`src/tlfq_pkg.sv`:
```
// ----------------------------------------------------------------------------
// tlfq_pkg: shared types and constants of the feedback queue scheduler
// Holds the process count, field widths, event codes and the
// controller-to-datapath command and datapath-to-controller status structs.
// ----------------------------------------------------------------------------
package tlfq_pkg;

    localparam int NumProc = 8;
    localparam int IdxW    = $clog2(NumProc);
    localparam int CntW    = $clog2(NumProc + 1);

    localparam logic [15:0] Max16 = 16'hFFFF;
    localparam logic [7:0]  QuantumTopReset    = 8'd5;
    localparam logic [7:0]  QuantumMiddleReset = 8'd10;

    typedef enum logic [2:0] {
        EV_IDLE     = 3'd0,
        EV_NEED     = 3'd1,
        EV_DEMOTE   = 3'd2,
        EV_IO_WAIT  = 3'd3,
        EV_COMPLETE = 3'd4,
        EV_ALL_DONE = 3'd5
    } t_event;

    typedef enum logic [0:0] {
        OP_ADVANCE = 1'b0,
        OP_BURST   = 1'b1
    } t_op;

    typedef enum logic [0:0] {
        CFG_QUANTUM_TOP    = 1'b0,
        CFG_QUANTUM_MIDDLE = 1'b1
    } t_cfg_idx;

    typedef enum logic [2:0] {
        ST_IDLE,
        ST_SCAN,
        ST_DECIDE,
        ST_APPLY,
        ST_OUT
    } t_state;

    // Command from controller to datapath.
    typedef struct packed {
        logic load_in;     // capture the input beat
        logic scan_clr;    // start a selection scan
        logic scan_step;   // examine one slot
        logic decide;      // pick the action and write the state
        logic out_load;    // load the result register; unused, decide loads it
    } t_cmd;

    // Status from datapath to controller.
    typedef struct packed {
        logic scan_last;   // the slot being examined is the last one
        logic skip;        // a burst beat with nothing pending
    } t_stat;

    function automatic logic [15:0] sat16(input logic [17:0] v);
        return (v > {2'b00, Max16}) ? Max16 : v[15:0];
    endfunction

endpackage

```
`src/tlfq_datapath.sv`:
```
// ----------------------------------------------------------------------------
// tlfq_datapath: process table, selection scan and slice arithmetic
// Scans one slot per cycle for the best ready process, then applies the
// scheduling action and forms the result beat.
// ----------------------------------------------------------------------------
module tlfq_datapath import tlfq_pkg::*; (
    input  logic        i_clk,
    input  logic        i_rst_n,
    input  t_cmd        i_cmd,
    output t_stat       o_stat,
    input  logic        i_cfg_we,
    input  logic        i_cfg_idx,
    input  logic [7:0]  i_cfg_data,
    input  logic        i_op,
    input  logic [9:0]  i_cpu,
    input  logic [9:0]  i_io,
    output logic [2:0]  o_event,
    output logic [2:0]  o_id,
    output logic [1:0]  o_level,
    output logic [15:0] o_now,
    output logic [9:0]  o_left,
    output logic [15:0] o_turn,
    output logic [16:0] o_wait,
    output logic [15:0] o_idle
);

    logic [7:0]  r_qtop, r_qmid;
    logic [1:0]  r_level  [NumProc];
    logic [9:0]  r_left   [NumProc];
    logic [15:0] r_ready  [NumProc];
    logic [15:0] r_btot   [NumProc];
    logic [19:0] r_cpuio  [NumProc];
    logic [NumProc-1:0] r_done;
    logic [15:0] r_now, r_idle;
    logic [CntW-1:0] r_dcnt;
    logic        r_pend;
    logic [IdxW-1:0] r_pidx;

    logic        r_op;
    logic [9:0]  r_cpu, r_io;
    logic [IdxW-1:0] r_sidx, r_best;
    logic        r_found;

    logic [2:0]  r_ev;
    logic [2:0]  r_oid;
    logic [1:0]  r_olev;
    logic [9:0]  r_oleft;
    logic [15:0] r_oturn;
    logic [16:0] r_owait;

    logic cand, better;

    assign cand   = !r_done[r_sidx] && (r_ready[r_sidx] <= r_now);
    assign better = !r_found || (r_level[r_sidx] < r_level[r_best]) ||
                    ((r_level[r_sidx] == r_level[r_best]) &&
                     (r_ready[r_sidx] < r_ready[r_best]));

    assign o_stat.scan_last = (r_sidx == IdxW'(NumProc - 1));
    assign o_stat.skip      = (r_op == OP_BURST) && !r_pend;

    // Decision logic on the chosen slot.
    logic [IdxW-1:0] w_i;
    logic [1:0]  w_lv;
    logic [9:0]  w_amt;
    logic [9:0]  w_qx;
    logic        w_dem;
    logic [9:0]  w_cpu_s, w_io_s;
    logic [15:0] w_now_d, w_now_f;
    logic [15:0] w_btot;

    always_comb begin
        w_i  = (r_op == OP_BURST) ? r_pidx : r_best;
        w_lv = r_level[w_i];
        w_amt = (r_op == OP_BURST) ? r_cpu : r_left[w_i];
        w_dem = 1'b0;
        w_qx  = {2'b00, r_qmid};
        if (r_op == OP_BURST) begin
            if (w_lv == 2'd1 && r_cpu > {2'b00, r_qtop}) begin
                w_dem = 1'b1;
                w_qx  = {2'b00, r_qtop};
            end else if (w_lv == 2'd2 && r_cpu > {2'b00, r_qmid}) begin
                w_dem = 1'b1;
            end
            w_cpu_s = r_cpu;
            w_io_s  = r_io;
        end else begin
            w_dem   = (w_lv == 2'd2) && (r_left[w_i] > {2'b00, r_qmid});
            w_cpu_s = r_cpuio[w_i][9:0];
            w_io_s  = r_cpuio[w_i][19:10];
        end
        w_now_d = sat16({2'b00, r_now} + {8'd0, w_qx});
        w_now_f = sat16({2'b00, r_now} + {8'd0, w_amt});
        w_btot  = sat16({2'b00, r_btot[w_i]} + {8'd0, w_cpu_s} + {8'd0, w_io_s});
    end

    always_ff @(posedge i_clk) begin
        if (!i_rst_n) begin
            r_qtop <= QuantumTopReset;
            r_qmid <= QuantumMiddleReset;
            for (int k = 0; k < NumProc; k++) begin
                r_level[k] <= 2'd1;
                r_left[k]  <= '0;
                r_ready[k] <= '0;
                r_btot[k]  <= '0;
            end
            r_done  <= '0;
            r_now   <= '0;
            r_idle  <= '0;
            r_dcnt  <= '0;
            r_pend  <= 1'b0;
            r_pidx  <= '0;
            r_found <= 1'b0;
            r_sidx  <= '0;
            r_best  <= '0;
        end else begin
            if (i_cfg_we) begin
                if (i_cfg_idx == CFG_QUANTUM_TOP) r_qtop <= i_cfg_data;
                else                              r_qmid <= i_cfg_data;
            end
            if (i_cmd.scan_clr) begin
                r_sidx  <= '0;
                r_found <= 1'b0;
            end else if (i_cmd.scan_step) begin
                if (cand && better) begin
                    r_best  <= r_sidx;
                    r_found <= 1'b1;
                end
                if (!o_stat.scan_last) r_sidx <= r_sidx + 1'b1;
            end
            if (i_cmd.decide) begin
                if (r_op == OP_ADVANCE && r_pend) begin
                    r_ev    <= EV_NEED;
                    r_oid   <= 3'(r_pidx);
                    r_olev  <= r_level[r_pidx];
                    r_oleft <= r_left[r_pidx];
                    r_oturn <= '0;
                    r_owait <= '0;
                end else if (r_op == OP_ADVANCE && r_dcnt >= CntW'(NumProc)) begin
                    r_ev <= EV_ALL_DONE;
                    r_oid <= '0; r_olev <= 2'd1; r_oleft <= '0;
                    r_oturn <= '0; r_owait <= '0;
                end else if (r_op == OP_ADVANCE && !r_found) begin
                    r_ev <= EV_IDLE;
                    r_oid <= '0; r_olev <= 2'd1; r_oleft <= '0;
                    r_oturn <= '0; r_owait <= '0;
                    r_now  <= sat16({2'b00, r_now} + 18'd1);
                    r_idle <= sat16({2'b00, r_idle} + 18'd1);
                end else if (r_op == OP_ADVANCE && r_left[w_i] == '0) begin
                    r_ev    <= EV_NEED;
                    r_oid   <= 3'(w_i);
                    r_pend  <= 1'b1;
                    r_pidx  <= w_i;
                    r_olev  <= w_lv;
                    r_oleft <= '0;
                    r_oturn <= '0;
                    r_owait <= '0;
                end else begin
                    r_oid <= 3'(w_i);
                    if (r_op == OP_BURST) begin
                        r_pend     <= 1'b0;
                        r_cpuio[w_i] <= {r_io, r_cpu};
                    end
                    if (w_dem) begin
                        r_ev         <= EV_DEMOTE;
                        r_now        <= w_now_d;
                        r_left[w_i]  <= w_amt - w_qx;
                        r_level[w_i] <= w_lv + 2'd1;
                        r_ready[w_i] <= sat16({2'b00, w_now_d} + {8'd0, w_qx});
                        r_olev       <= w_lv + 2'd1;
                        r_oleft      <= w_amt - w_qx;
                        r_oturn      <= '0;
                        r_owait      <= '0;
                    end else begin
                        r_btot[w_i]  <= w_btot;
                        r_ready[w_i] <= sat16({2'b00, r_now} + {8'd0, w_amt} +
                                              {8'd0, w_io_s});
                        r_now        <= w_now_f;
                        r_left[w_i]  <= '0;
                        r_olev       <= w_lv;
                        r_oleft      <= '0;
                        if (w_io_s == '0) begin
                            r_ev       <= EV_COMPLETE;
                            r_done[w_i] <= 1'b1;
                            r_dcnt     <= r_dcnt + 1'b1;
                            r_oturn    <= w_now_f;
                            r_owait    <= {1'b0, w_now_f} - {1'b0, w_btot};
                        end else begin
                            r_ev    <= EV_IO_WAIT;
                            r_oturn <= '0;
                            r_owait <= '0;
                        end
                    end
                end
            end
        end
    end

    always_ff @(posedge i_clk) begin
        if (i_cmd.load_in) begin
            r_op  <= i_op;
            r_cpu <= i_cpu;
            r_io  <= i_io;
        end
    end

    assign o_event = r_ev;
    assign o_id    = r_oid;
    assign o_level = r_olev;
    assign o_now   = r_now;
    assign o_left  = r_oleft;
    assign o_turn  = r_oturn;
    assign o_wait  = r_owait;
    assign o_idle  = r_idle;

endmodule

```
`src/tlfq_ctrl.sv`:
```
// ----------------------------------------------------------------------------
// tlfq_ctrl: sequencing of one scheduling decision
// Accepts a beat, runs the slot scan, applies the action and holds the result
// until downstream takes it; a burst beat with nothing pending gets no result.
// ----------------------------------------------------------------------------
module tlfq_ctrl import tlfq_pkg::*; (
    input  logic  i_clk,
    input  logic  i_rst_n,
    input  logic  i_in_valid,
    output logic  o_in_ready,
    output logic  o_out_valid,
    input  logic  i_out_ready,
    input  t_stat i_stat,
    output t_cmd  o_cmd
);

    t_state r_state, n_state;

    always_ff @(posedge i_clk) begin
        if (!i_rst_n) r_state <= ST_IDLE;
        else          r_state <= n_state;
    end

    always_comb begin
        n_state     = r_state;
        o_cmd       = '0;
        o_in_ready  = 1'b0;
        o_out_valid = 1'b0;
        case (r_state)
            ST_IDLE: begin
                o_in_ready = 1'b1;
                if (i_in_valid) begin
                    o_cmd.load_in  = 1'b1;
                    o_cmd.scan_clr = 1'b1;
                    n_state = ST_SCAN;
                end
            end
            ST_SCAN: begin
                if (i_stat.skip) begin
                    n_state = ST_IDLE;
                end else begin
                    o_cmd.scan_step = 1'b1;
                    if (i_stat.scan_last) n_state = ST_DECIDE;
                end
            end
            ST_DECIDE: begin
                o_cmd.decide = 1'b1;
                n_state = ST_OUT;
            end
            ST_OUT: begin
                o_out_valid = 1'b1;
                if (i_out_ready) n_state = ST_IDLE;
            end
            default: n_state = ST_IDLE;
        endcase
    end

endmodule

```
`src/three_level_feedback_queue_scheduler.sv`:
```
// ----------------------------------------------------------------------------
// three_level_feedback_queue_scheduler: top level
// Three-level feedback queue scheduler over a fixed table of processes.
// ----------------------------------------------------------------------------
// Each input beat yields at most one result beat. A decision runs the
// selection scan, which examines one process slot per cycle, then a
// decide state that applies the action, and then offers the result until
// it is taken; the next beat is accepted only after that. A burst beat
// with no process waiting for a burst produces no result and frees the
// input after the scan state. One beat is in work at a time. The user
// must see that configuration is written only while the block is idle;
// the block itself does not enforce it.
module three_level_feedback_queue_scheduler import tlfq_pkg::*; (
    input  logic        i_clk,
    input  logic        i_rst_n,
    input  logic        i_cfg_we,
    input  logic        i_cfg_idx,
    input  logic [7:0]  i_cfg_data,
    input  logic        s_axis_tvalid,
    output logic        s_axis_tready,
    input  logic [23:0] s_axis_tdata,   // cpu_burst[9:0], io_burst[19:10], zero fill
    input  logic        s_axis_tuser,   // op
    output logic        m_axis_tvalid,
    input  logic        m_axis_tready,
    output logic [87:0] m_axis_tdata    // event_res, proc_id, level, now_time,
                                        // leftover, turnaround, wait_time,
                                        // idle_total, zero fill
);

    t_cmd  w_cmd;
    t_stat w_stat;
    logic [2:0]  w_ev, w_id;
    logic [1:0]  w_lv;
    logic [15:0] w_now, w_turn, w_idle;
    logic [9:0]  w_left;
    logic [16:0] w_wait;

    tlfq_ctrl u_ctrl (
        .i_clk(i_clk), .i_rst_n(i_rst_n),
        .i_in_valid(s_axis_tvalid), .o_in_ready(s_axis_tready),
        .o_out_valid(m_axis_tvalid), .i_out_ready(m_axis_tready),
        .i_stat(w_stat), .o_cmd(w_cmd)
    );

    tlfq_datapath u_dp (
        .i_clk(i_clk), .i_rst_n(i_rst_n),
        .i_cmd(w_cmd), .o_stat(w_stat),
        .i_cfg_we(i_cfg_we), .i_cfg_idx(i_cfg_idx), .i_cfg_data(i_cfg_data),
        .i_op(s_axis_tuser), .i_cpu(s_axis_tdata[9:0]), .i_io(s_axis_tdata[19:10]),
        .o_event(w_ev), .o_id(w_id), .o_level(w_lv), .o_now(w_now),
        .o_left(w_left), .o_turn(w_turn), .o_wait(w_wait), .o_idle(w_idle)
    );

    assign m_axis_tdata = {5'b00000, w_idle, w_wait, w_turn, w_left, w_now,
                           w_lv, w_id, w_ev};

    // A result is never offered while a new beat can be taken.
    a_excl: assert property (@(posedge i_clk) disable iff (!i_rst_n)
        !(m_axis_tvalid && s_axis_tready))
        else $error("result and input ready overlap");

    // An accepted beat is never followed by a result in the next cycle.
    a_lat: assert property (@(posedge i_clk) disable iff (!i_rst_n)
        (s_axis_tvalid && s_axis_tready) |=> !m_axis_tvalid)
        else $error("result too early");

    // The result holds while stalled.
    a_hold: assert property (@(posedge i_clk) disable iff (!i_rst_n)
        (m_axis_tvalid && !m_axis_tready) |=> $stable(m_axis_tdata))
        else $error("result changed under stall");

endmodule
```
`config.mk`:
```
export PLATFORM = sky130hd
export DESIGN_NAME = three_level_feedback_queue_scheduler
export DESIGN_NICKNAME = d
export VERILOG_FILES = /design/src/tlfq_pkg.sv /design/src/tlfq_datapath.sv /design/src/tlfq_ctrl.sv /design/src/three_level_feedback_queue_scheduler.sv
export SDC_FILE = /design/constraint.sdc
export NUM_CORES = 1
export LEC_CHECK = 0
export BUFFER_PORTS_ARGS = -buffer_cell sky130_fd_sc_hd__buf_2
export CORE_MARGIN = 2
export CORE_UTILIZATION = 45
export DETAILED_ROUTE_END_ITERATION = 16
export HOLD_SLACK_MARGIN = 0.02
export SLEW_MARGIN = 20
export SYNTH_ARGS = -nofsm -noshare
export SYNTH_HDL_FRONTEND = slang
export SYNTH_SLANG_ARGS = --single-unit
```
`constraint.sdc`:
```
create_clock -name i_clk -period 11.1 [get_ports i_clk]
set_clock_uncertainty 0.15 [all_clocks]
set_input_delay 3.33 -clock i_clk [delete_from_list [all_inputs] [get_ports i_clk]]
set_output_delay 3.33 -clock i_clk [all_outputs]
set_load 0.03 [all_outputs]
```
== Word-level counts from Yosys, hierarchy flattened ==
Memories as Yosys holds them, arrays and structs flattened. A register that Yosys moved wholly into a read port is not among the register bits.
Index checks and enable logic that the tools add are counted.

* RAM bits: 512
* Memories: 5
* Logic and storage cells: 230
* Input bits: 39
* Flip-flop bits (word level): 146

* Reductions and logical operators: 41
* Muxes and demuxes: 106
* $lt $le $gt $ge: 17
* Equality and inequality tests: 11
* Add/sub/neg operators: 13
* Bitwise gates (word level): 14

{| class="wikitable"
|+ Memories
! memory !! words !! width !! read ports !! clocked after Yosys merged registers in !! wr ports !! RTL line !! RTL
|-
| u_dp.r_cpuio || 8 || 20 || 1 || 0 || 1 || tlfq_datapath.sv:32 || <nowiki>logic [19:0] r_cpuio [NumProc];</nowiki>
|-
| u_dp.r_btot || 8 || 16 || 1 || 0 || 8 || tlfq_datapath.sv:31 || <nowiki>logic [15:0] r_btot [NumProc];</nowiki>
|-
| u_dp.r_ready || 8 || 16 || 2 || 2 || 8 || tlfq_datapath.sv:30 || <nowiki>logic [15:0] r_ready [NumProc];</nowiki>
|-
| u_dp.r_left || 8 || 10 || 2 || 1 || 8 || tlfq_datapath.sv:29 || <nowiki>logic [9:0] r_left [NumProc];</nowiki>
|-
| u_dp.r_level || 8 || 2 || 4 || 3 || 8 || tlfq_datapath.sv:28 || <nowiki>logic [1:0] r_level [NumProc];</nowiki>
|}

{| class="wikitable"
|+ Operators with widths
! kind !! count
|-
| two-way mux 16 bit || 13
|-
| > comparator 18 x 16 -> 1 bit, second input constant || 7
|-
| two-way mux 10 bit || 10
|-
| two-way mux 3 bit || 29
|-
| adder 16 x 10 -> 17 bit || 4
|-
| two-way mux 1 bit || 41
|-
| adder 18 x 10 -> 18 bit || 2
|-
| adder 16 x 1 -> 17 bit, second input constant || 2
|-
| OR reduction 16 bit || 2
|-
| > comparator 10 x 8 -> 1 bit || 3
|-
| zero test 10 bit || 2
|-
| subtractor 16 x 16 -> 17 bit || 1
|-
| <= comparator 16 bit || 1
|-
| less-than comparator 16 bit || 1
|-
| two-way mux 2 bit || 8
|-
| two-way mux 8 bit || 2
|-
| logical AND 1 bit || 12
|-
| case mux 3 bit (4 select lines) || 1
|-
| inverter 1 bit || 11
|-
| AND reduction 2 bit || 5
|-
| AND reduction 5 bit || 2
|-
| OR reduction 10 bit || 1
|-
| subtractor 10 bit || 1
|-
| less-than comparator 3 x 4 -> 1 bit, second input constant || 2
|-
| 29 further kinds || 39
|}

== Depth between registers and ports, before layout ==
Gate-level depths: netlist of run 1.
An unclocked memory read counts as a cell.

* Depth in word-level cells: 18
* Mapped depth: 43

== Modules after synthesis ==
A second synthesis of run 1 with hierarchy kept.

* Cells, all modules: 3050
* Area total of the unflattened synthesis: 35731.8 µm²

{| class="wikitable"
|+ Modules (own cells, without submodules)
! module !! area each (µm²) !! cells an instance !! times used
|-
| tlfq_datapath || 35519.1 || 3025 || 1
|-
| tlfq_ctrl || 171.4 || 19 || 1
|-
| three_level_feedback_queue_scheduler || 41.3 || 6 || 1
|}

== Worst setup path before layout of run 1 ==
No wires, ideal clock.

* Path type: register to register
* From: register u_dp.r_op
* To: register u_dp.r_owait[16] (netlist: u_dp.o_wait[16]), data pin
* Buffers on the path: 7
* Cell stages (with the launch flop): 43
* Arrival: 7.546 ns
* Setup time: 0.268 ns
* Period minus slack after synthesis: 7.965 ns
* Path slack: 3.135 ns
* Cell sequence: edfxtp_1 buf_6 mux2_4 buf_6 buf_2 buf_2 buf_1 a21oi_1 a221oi_1 nor2_1 nor4_1 nor2_1 ha_1 or3_1 a211o_1 nand3_1 nand2b_1 a21oi_1 [... 7 more ...] o21ai_0 and4b_1 clkbuf_1 buf_2 nor2_1 inv_1 ha_1 fa_1 nor2b_1 o21ai_0 a21boi_0 o21ai_0 a21oi_1 o2111ai_1 nand3_1 nand3_1 o22ai_1 nor3_1

* Cells in the longest elaborated chain, start to end: 8

{| class="wikitable"
|+ RTL lines
! item !! RTL line !! RTL
|-
| from (decl) || tlfq_datapath.sv:39 || <nowiki>logic r_op;</nowiki>
|-
| from (signal assigned) || tlfq_datapath.sv:200 || <nowiki>r_op <= i_op;</nowiki>
|-
| two-way mux 3 bit || tlfq_datapath.sv:72 || <nowiki>w_i = (r_op == OP_BURST) ? r_pidx : r_best;</nowiki>
|-
| memory (8 x 20 bit) || -- ||
|-
| two-way mux 10 bit || tlfq_datapath.sv:77 || <nowiki>if (r_op == OP_BURST) begin</nowiki>
|-
| adder 16 x 10 -> 17 bit || tlfq_datapath.sv:93 || <nowiki>w_btot = sat16({2'b00, r_btot[w_i]} + {8'd0, w_cpu_s} + {8'd0, w_io_s});</nowiki>
|-
| adder 18 x 10 -> 18 bit * || tlfq_datapath.sv:93 ||
|-
| > comparator 18 x 16 -> 1 bit || tlfq_pkg.sv:59 || <nowiki>return (v > {2'b00, Max16}) ? Max16 : v[15:0];</nowiki>
|-
| two-way mux 16 bit * || tlfq_pkg.sv:59 ||
|-
| named net u_dp.w_btot[0] || tlfq_datapath.sv:69 || <nowiki>logic [15:0] w_btot;</nowiki>
|-
| subtractor 16 x 16 -> 17 bit * || tlfq_datapath.sv:186 || <nowiki>r_owait <= {1'b0, w_now_f} - {1'b0, w_btot};</nowiki>
|-
| to (signal assigned) || tlfq_datapath.sv:186 ||
|-
| to (decl) || tlfq_datapath.sv:49 || <nowiki>logic [16:0] r_owait;</nowiki>
|}

Mark *: on every way through the listed nets, which the timed path passes. The rest lies on a longest branch.
A chain may end at the register's enable or synchronous reset.

== Final worst setup path of run 1 ==
* From: register u_dp.r_op
* To: register u_dp.r_owait[14] (netlist: u_dp.o_wait[14]), data pin

* Cells in the longest elaborated chain, start to end: 8

{| class="wikitable"
|+ RTL lines
! item !! RTL line
|-
| two-way mux 3 bit || tlfq_datapath.sv:72
|-
| memory (8 x 20 bit) / memory (8 x 2 bit) (equally long branches) || --
|-
| two-way mux 10 bit / == test 2 bit (equally long branches) || tlfq_datapath.sv:77, tlfq_datapath.sv:81, tlfq_datapath.sv:87
|-
| adder 16 x 10 -> 17 bit / logical AND 1 bit (equally long branches) || tlfq_datapath.sv:93, tlfq_datapath.sv:81
|-
| adder 18 x 10 -> 18 bit / two-way mux 1 bit (equally long branches) || tlfq_datapath.sv:93, tlfq_datapath.sv:81
|-
| > comparator 18 x 16 -> 1 bit / two-way mux 1 bit (equally long branches) || tlfq_pkg.sv:59, tlfq_datapath.sv:78
|-
| two-way mux 16 bit / two-way mux 1 bit (equally long branches) || tlfq_pkg.sv:59, tlfq_datapath.sv:77
|-
| subtractor 16 x 16 -> 17 bit / OR reduction 6 bit (equally long branches) || --
|}

Several ways; a longest one is shown, not always the timed one.

==> results of run 1 <==
## synthesized netlist by cell type, types with 10 or more instances
library cell	n	share of area, %
edfxtp_1	584	48
nor2_1	528	5.5
nand2_1	251	2.6
a21oi_1	152	2.1
ha_1	146	5.0
o21ai_0	124	1.7
inv_1	117	1.2
mux4_2	106	6.6
clkbuf_1	101	1.0
dfxtp_1	83	4.6
mux2i_1	74	2.0
nand3_1	70	0.97
o22ai_1	63	1.1
xnor2_1	60	1.4
nor3_1	57	0.79
o21a_1	43	0.89
mux2_2	41	1.3
nand2b_1	41	0.71
buf_2	31	0.43
nor2b_1	31	0.53
a21o_1	28	0.58
a221oi_1	25	0.60
buf_1	25	0.26
a211oi_1	24	0.50
a31oi_1	24	0.41
xor2_1	22	0.53
nand4_1	20	0.34
and2_1	15	0.26
o221ai_1	15	0.36
a22oi_1	14	0.29
buf_4	14	0.29
a21boi_0	13	0.27
nor3b_1	13	0.27
o211ai_1	13	0.27
nor4_1	12	0.21
and3_1	11	0.19
a222oi_1	10	0.28
o22ai_2	10	0.34
or2_2	10	0.17
## metrics by stage
step	worst slack [ns]	hold slack [ns]	total power, mW	util [%]
final	1.440	0.3096	6.342	50.71
after global routing	1.009	0.3325	6.547	50.71
after CTS	1.689	0.3077	6.351	50.70
after detailed placement	1.723	0.3002	3.813	47.55
after global placement	1.883	0.2950	3.790	47.54
after floorplan	3.135	0.2851	3.488	-
## cell usage in the layout, fill, tap and decap left out, types with 63 or more instances in the layout
cell type    n
dfxtp_1     81
o21ai_0    122
edfxtp_1   584
nand2_1    247
o22ai_1     63
nand3_1     70
mux4_2     106
a21oi_1    151
buf_4       78
nor2_1     518
inv_1      116
ha_1       146
buf_2      119
mux2i_1     71
clkbuf_16   75
## flip-flops by register name, summed over array words and instances, names as in the netlist, 4 cells and up, named ones only
signal,count
u_dp.o_idle,16
u_dp.o_left,10
u_dp.o_now,16
u_dp.o_turn,16
u_dp.o_wait,17
u_dp.r_btot,128
u_dp.r_cpu,10
u_dp.r_cpuio,160
u_dp.r_dcnt,4
u_dp.r_done,8
u_dp.r_io,10
u_dp.r_left,80
u_dp.r_level,16
u_dp.r_qmid,8
u_dp.r_qtop,8
u_dp.r_ready,128
## power breakdown
part	switching (mW)	total, mW	internal, mW
logic	0.639	0.963	0.324
registers	0.0428	2.82	2.77
clock network	1.10	2.56	1.47
## cell type report
class                      count  area (um2)
fill                        7169       39510
inverter                     119       446.7
multi-input combinational   2240       15950
clock buffer                  96        2046
clock inverter                41       483.0
timing repair buffer         198        1201
antenna                        1       2.502
tap                         1060        1326
sequential                   667       19200
## tightest hold or removal path: stages, from the launching register on
cell	delay, ns
dfxtp_1	0.31
nand2_1	0.05
a21oi_1	0.05
## logic make-up after synthesis
| kind of cell | synth area share, % |
|---|---|
| and+or+nand+nor | 13.61 |
| DFF | 52.89 |
| AOI/OAI and AO/OA | 12.50 |
| buffers and inverters | 3.436 |
| muxes | 10.11 |
| adders and majority gates | 5.474 |
| xor gates and xnor gates | 1.978 |
| other | 0.01033 |
## routing by layer
layer / global-route usage (%) / wire length, um
met5: 0 / 0
met4: 13.30 / 5818
met3: 5.475 / 11340
met2: 48.60 / 58660
met1: 39.15 / 49070
## worst paths after layout
check / startpoint / to / slack (ns)
setup / recovery: u_dp.r_op / u_dp.o_wait[14] / 1.44
hold / removal: u_dp.r_qmid[6] / u_dp.r_qmid[6] / 0.31
setup reg to reg: u_dp.r_op / u_dp.o_wait[14] / 1.44
hold reg to reg: u_dp.r_qmid[6] / u_dp.r_qmid[6] / 0.31
==> impl_results.md, run 1 <==
* Status: finished, final reports clean
* Worst-path clk slew at 0.06 ns
* Root Buffer: clkbuf_16
* Layout cell share with drive strength beyond 1 at 15.98%
* Antenna violations before repair at 1
* Die H at 288.0 um
* Max Buffers Root-to-Sink at 3
* Post-route cell area at 0.04065 mm2
* Overflow after GRT at 0
* # IOs at 129
* First-pass GRT wire length at 180.5 mm
* CP Launch Type: flop
* Port bufs at 119
* Die ar. at 0.08296 mm2
* Synth Flop Type: edfxtp_1
* Largest net degree at the start of global routing at 64
* Hold Vio Cnt, Final at 0
* Num CTS Buffers at 75
* Max-slew violations at 0
* Starting Density at 45.29%
* Setup violators final at 0
* H-tree depth at 3
* Flops & latches, synth at 667
* RSZ-0062 raised after global routing: no
* Nets@finish at 3,494
* CP bufs+invs at 2
* Hold Path Class: reg -> reg
* HPWL Detailed at 85.16 mm
* Post-cts sizing count at 0
* Post-Syn Area per Cell at 11.35 um2
* Placer congestion estimate at 0.9439
* Largest delay contributor family on the critical path: simple AND/OR/NAND/NOR gates
* Max stage delay on crit path at 0.69 ns
* Synth warn at 0
* Skew-Pair Late Insertion Delay at 0.65 ns
* CP required at 11.33 ns
* Leakage power at 14.44 nW
* Final Cycle Share at 87.03%
* CTS tree: built
* Slew margin rel. at 21.35%
* Synth Cell Area at 0.03630 mm2
* Post-CTS Setup Bufs at 0
* Wirelength per Cell at 28.24 um
* Slew at the pin closest to its max-slew limit at 1.175 ns
* Initial DRC count at 3,114
* Setup_tns at 0 ns
* Crit Path Max Fanout at 63
* All-Layer GR Usage at 29.91%
* Vias in the first global route at 27,260
* Number of remaining DRC errors at 0
* Worst r2r path cells at 33
* Cell depth of the worst setup path at 33
* Hold Path Depth at 2
* Vias per inst at 6.285
* Vias at 27,790
* Maximum vdd drop at 0.1196 mV
* Placed Area at 0.03811 mm2
* Core Region at 0.08016 mm2
* Row count at 104
* Post-synth EDFFs at 584
* Post-route ant nets at 0
* Post-synthesis async set-or-reset flop share at 0%
* Sink Count at 667
* Pwr dens at 156.0 mW/mm2
* DRT Pass-1 Iters at 8
* CP max stage cell: nand2_1
* CP Capture Type: flop
* Worst Path Arrival at 9.89 ns
* Die width at 288.0 um
* Syn Inst Count at 3,199
* Distinct cell type count after synthesis at 101
* FMAX at 103.5 MHz
* Sequential share of the synthesized area at 52.89%
* Final Critical Period at 9.660 ns
* Finished Layout Cells at 4,422
* Wirelength, routed at 124.9 mm
* Max_cap viols at 0
* Hold-fix buffers at CTS at 0
* Area Overhead vs Synth at 11.99%
* Crit Path Class: reg -> reg
* Placed Instances at 4,284
No activity file was read; power rests on OpenSTA's default activity.
==> run 2, diff against run 1 <==
- clock period: 11.1 -> 12.45 ns (I/O delays scaled with it)
==> impl_results.md, run 2 (synthesis results as in run 1) <==
* CP max stage cell: nand2_1
* Hold Vio Cnt, Final at 0 (unchanged)
* Sequential Power Share at 45.3% (+0.9 points)
* Antenna violations before repair at 2 (+1)
* N_diodes at 0 (-1)
* H-tree depth at 3 (unchanged)
* Fillers at 7,209 (+0.56%)
* Starting Density at 45.29% (unchanged)
* Row count at 104 (unchanged)
* Final Cycle Share at 81.18% (-5.8 points)
* Placer congestion estimate at 0.9428 (-0.12%)
* CP required at 12.66 ns (+1.33 ns)
* FMAX at 98.94 MHz (-4.4%)
* Die H at 288.0 um (unchanged)
* Worst r2r dst: u_dp.o_wait[16]
* DRT Pass-1 Iters at 8 (unchanged)
* Die width at 288.0 um (unchanged)
* Vias in the first global route at 26,820 (-1.6%)
* Root Buffer: clkbuf_16
* NetSw at 1.554 mW (-13%)
* Max Buffers Root-to-Sink at 3 (unchanged)
* Crit Path Class: reg -> reg
* Status: finished, final reports clean
* Vias at 27,820 (+0.094%)
* Vias per inst at 6.307 (+0.34%)
* Layout cell share with drive strength beyond 1 at 15.58% (-0.40 points)
* Skew-Pair Late Insertion Delay at 0.66 ns (about the same)
* Post-route ant nets at 0 (unchanged)
* Hold path start: u_dp.r_qmid[6]
* Wirelength, routed at 125.4 mm (+0.44%)
* Reg2reg start: u_dp.r_best[0]
* Post-CTS Setup Bufs at 0 (unchanged)
* Pre-CTS setup slack at 2.322 ns (+0.5990 ns)
* Max_cap viols at 0 (unchanged)
* CP bufs+invs at 4 (+2)
* Crit Path Max Fanout at 19 (-70%)
* CTS tree: built
* Final core utilization at 50.49% (-0.22 points)
* Sink Count at 667 (unchanged)
* Worst setup margin at 2.343 ns (+0.9029 ns)
* Area Overhead vs Synth at 11.50%
* Wirelength per Cell at 28.44 um (+0.69%)
* Worst-path clk slew at 0.06 ns (about the same)
* Setup_tns at 0 ns (unchanged)
* Largest net degree at the start of global routing at 54 (-16%)
* Worst r2r path cells at 36 (+9.1%)
* Most frequent cells in the layout: edfxtp_1, nor2_1, nand2_1
* HPWL Detailed at 85.40 mm (+0.28%)
* Post-cts sizing count at 0 (unchanged)
* Sw frac at 28.03% (about the same)
* R2R Setup Slk at 2.34 ns (+0.90 ns)
* CP Launch Type: flop
* Hold Slack at 0.3136 ns (+0.003998 ns)
* Setup violators final at 0 (unchanged)
* Die ar. at 0.08296 mm2 (unchanged)
* Commonest non-fill, non-tap cell in the layout: edfxtp_1
* Top reg by flops: u_dp.r_cpuio
* CP Capture Type: flop
* Slew at the pin closest to its max-slew limit at 1.209 ns (+0.03362 ns)
* Internal power at 3.991 mW (-13%)
* Final Critical Period at 10.11 ns (+0.4471 ns)
* Maximum vdd drop at 0.09990 mV (-16%)
* Hold Path Class: reg -> reg
* Largest delay contributor family on the critical path: simple AND/OR/NAND/NOR gates
* Port bufs at 119 (unchanged)
* Number of remaining DRC errors at 0 (unchanged)
* Worst Path Arrival at 10.31 ns (+0.42 ns)
* Initial DRC count at 3,506 (+13%)
* Core Region at 0.08016 mm2 (unchanged)
* First-pass GRT wire length at 180.6 mm (about the same)
* Combinational share of power at 15.1% (about the same)
* Leakage power at 14.34 nW (-0.72%)
* Num CTS Buffers at 73 (-2.7%)
* # IOs at 129 (unchanged)
* Max reg flops at 160 (unchanged)
* Clock power share at 39.6% (-0.8 points)
* Max stage delay on crit path at 0.71 ns (+0.02 ns)
* RSZ-0062 raised after global routing: no
* Nets@finish at 3,485 (-0.26%)
* Largest regs: u_dp.r_cpuio: 160 flops, u_dp.r_btot: 128 flops, u_dp.r_ready: 128 flops
* Slew margin rel. at 19.20% (-2.1 points)
* Max-slew violations at 0 (unchanged)
* Pwr dens at 137.0 mW/mm2 (-12%)
* Hold-fix buffers at CTS at 0 (unchanged)
* Hold EP: u_dp.r_qmid[6]
* Overflow after GRT at 0 (unchanged)
* All-Layer GR Usage at 30.07% (+0.16 points)
* Hold Path Depth at 2 (unchanged)
[run 2: cell types whose count changed in the layout (fill, tap and decap cells not counted), moves of 2 or more]
| cell | before | now |
|---|---|---|
| buf_4 | 78 | 72 |
| clkinv_1 | 15 | 10 |
| clkbuf_1 | 12 | 23 |
| clkinv_4 | 4 | 0 |
| clkbuf_8 | 9 | 2 |
| clkbuf_16 | 75 | 73 |
| clkinv_2 | 9 | 12 |
[run 2: how the worst max path moves through the flow]
| stage | to | startpoint | cells past startpoint | slack [ns] |
|---|---|---|---|---|
| floorplan | u_dp.o_wait[16] | u_dp.r_op | 42 | 4.49 |
| global placement | u_dp.o_wait[15] | u_dp.r_best[0] | 34 | 2.46 |
| detailed placement | u_dp.o_wait[15] | u_dp.r_op | 34 | 2.32 |
| CTS | u_dp.o_wait[15] | u_dp.r_op | 34 | 2.26 |
| global route | u_dp.o_wait[16] | u_dp.r_op | 36 | 1.63 |
| finish | u_dp.o_wait[16] | u_dp.r_best[0] | 36 | 2.34 |
[run 2: routing by layer]
metal | GRT usage [%] | wire length (um)
met3 | 6.355 | 12400
met2 | 48.64 | 59020
met1 | 39.57 | 48860
met4 | 11.96 | 5160
met5 | 0 | 0
[run 2: worst register-to-register path: cells and delay by family, from the launching register on]
kind / cells / cell delay [ns]
AND/OR/NAND/NOR: 14 / 3.96
AO/OA/AOI/OAI: 13 / 3.05
buffers and inverters: 4 / 0.77
XOR/XNOR: 1 / 0.15
adder cells (fa/ha/maj): 4 / 1.20
flip-flops: 1 / 0.57
[run 2: layout make-up]
cell class / instances / area [um2] / area share (%)
flip-flops and latches: 667 / 19200 / 47.44
multi-input cells: 2240 / 15960 / 39.43
clock buffers: 98 / 1941 / 4.795
well taps: 1060 / 1326 / 3.277
repair buffers: 191 / 1136 / 2.807
clock inverters: 36 / 462.9 / 1.144
inverters: 119 / 446.7 / 1.104
[run 2: through the flow]
stage | std cells | power (mW) | instance area (um2)
6_report | 4411 | 5.545 | 40470
5_1_grt | 4411 | 5.727 | 40470
4_1_cts | 4411 | 5.551 | 40460
3_5_place_dp | 4277 | 3.374 | 38050
3_3_place_gp | 4277 | 3.349 | 38050
2_1_floorplan | 3203 | 3.110 | 36310
[run 2: power by group through the flow]
stage                     registers, mW  clock network [mW]  logic, mW
after floorplan                    2.54                   0      0.573
after global placement             2.55                   0      0.797
after detailed placement           2.56                   0      0.817
after CTS                          2.51                2.22      0.822
after global routing               2.51                2.30      0.911
final                              2.51                2.19      0.839
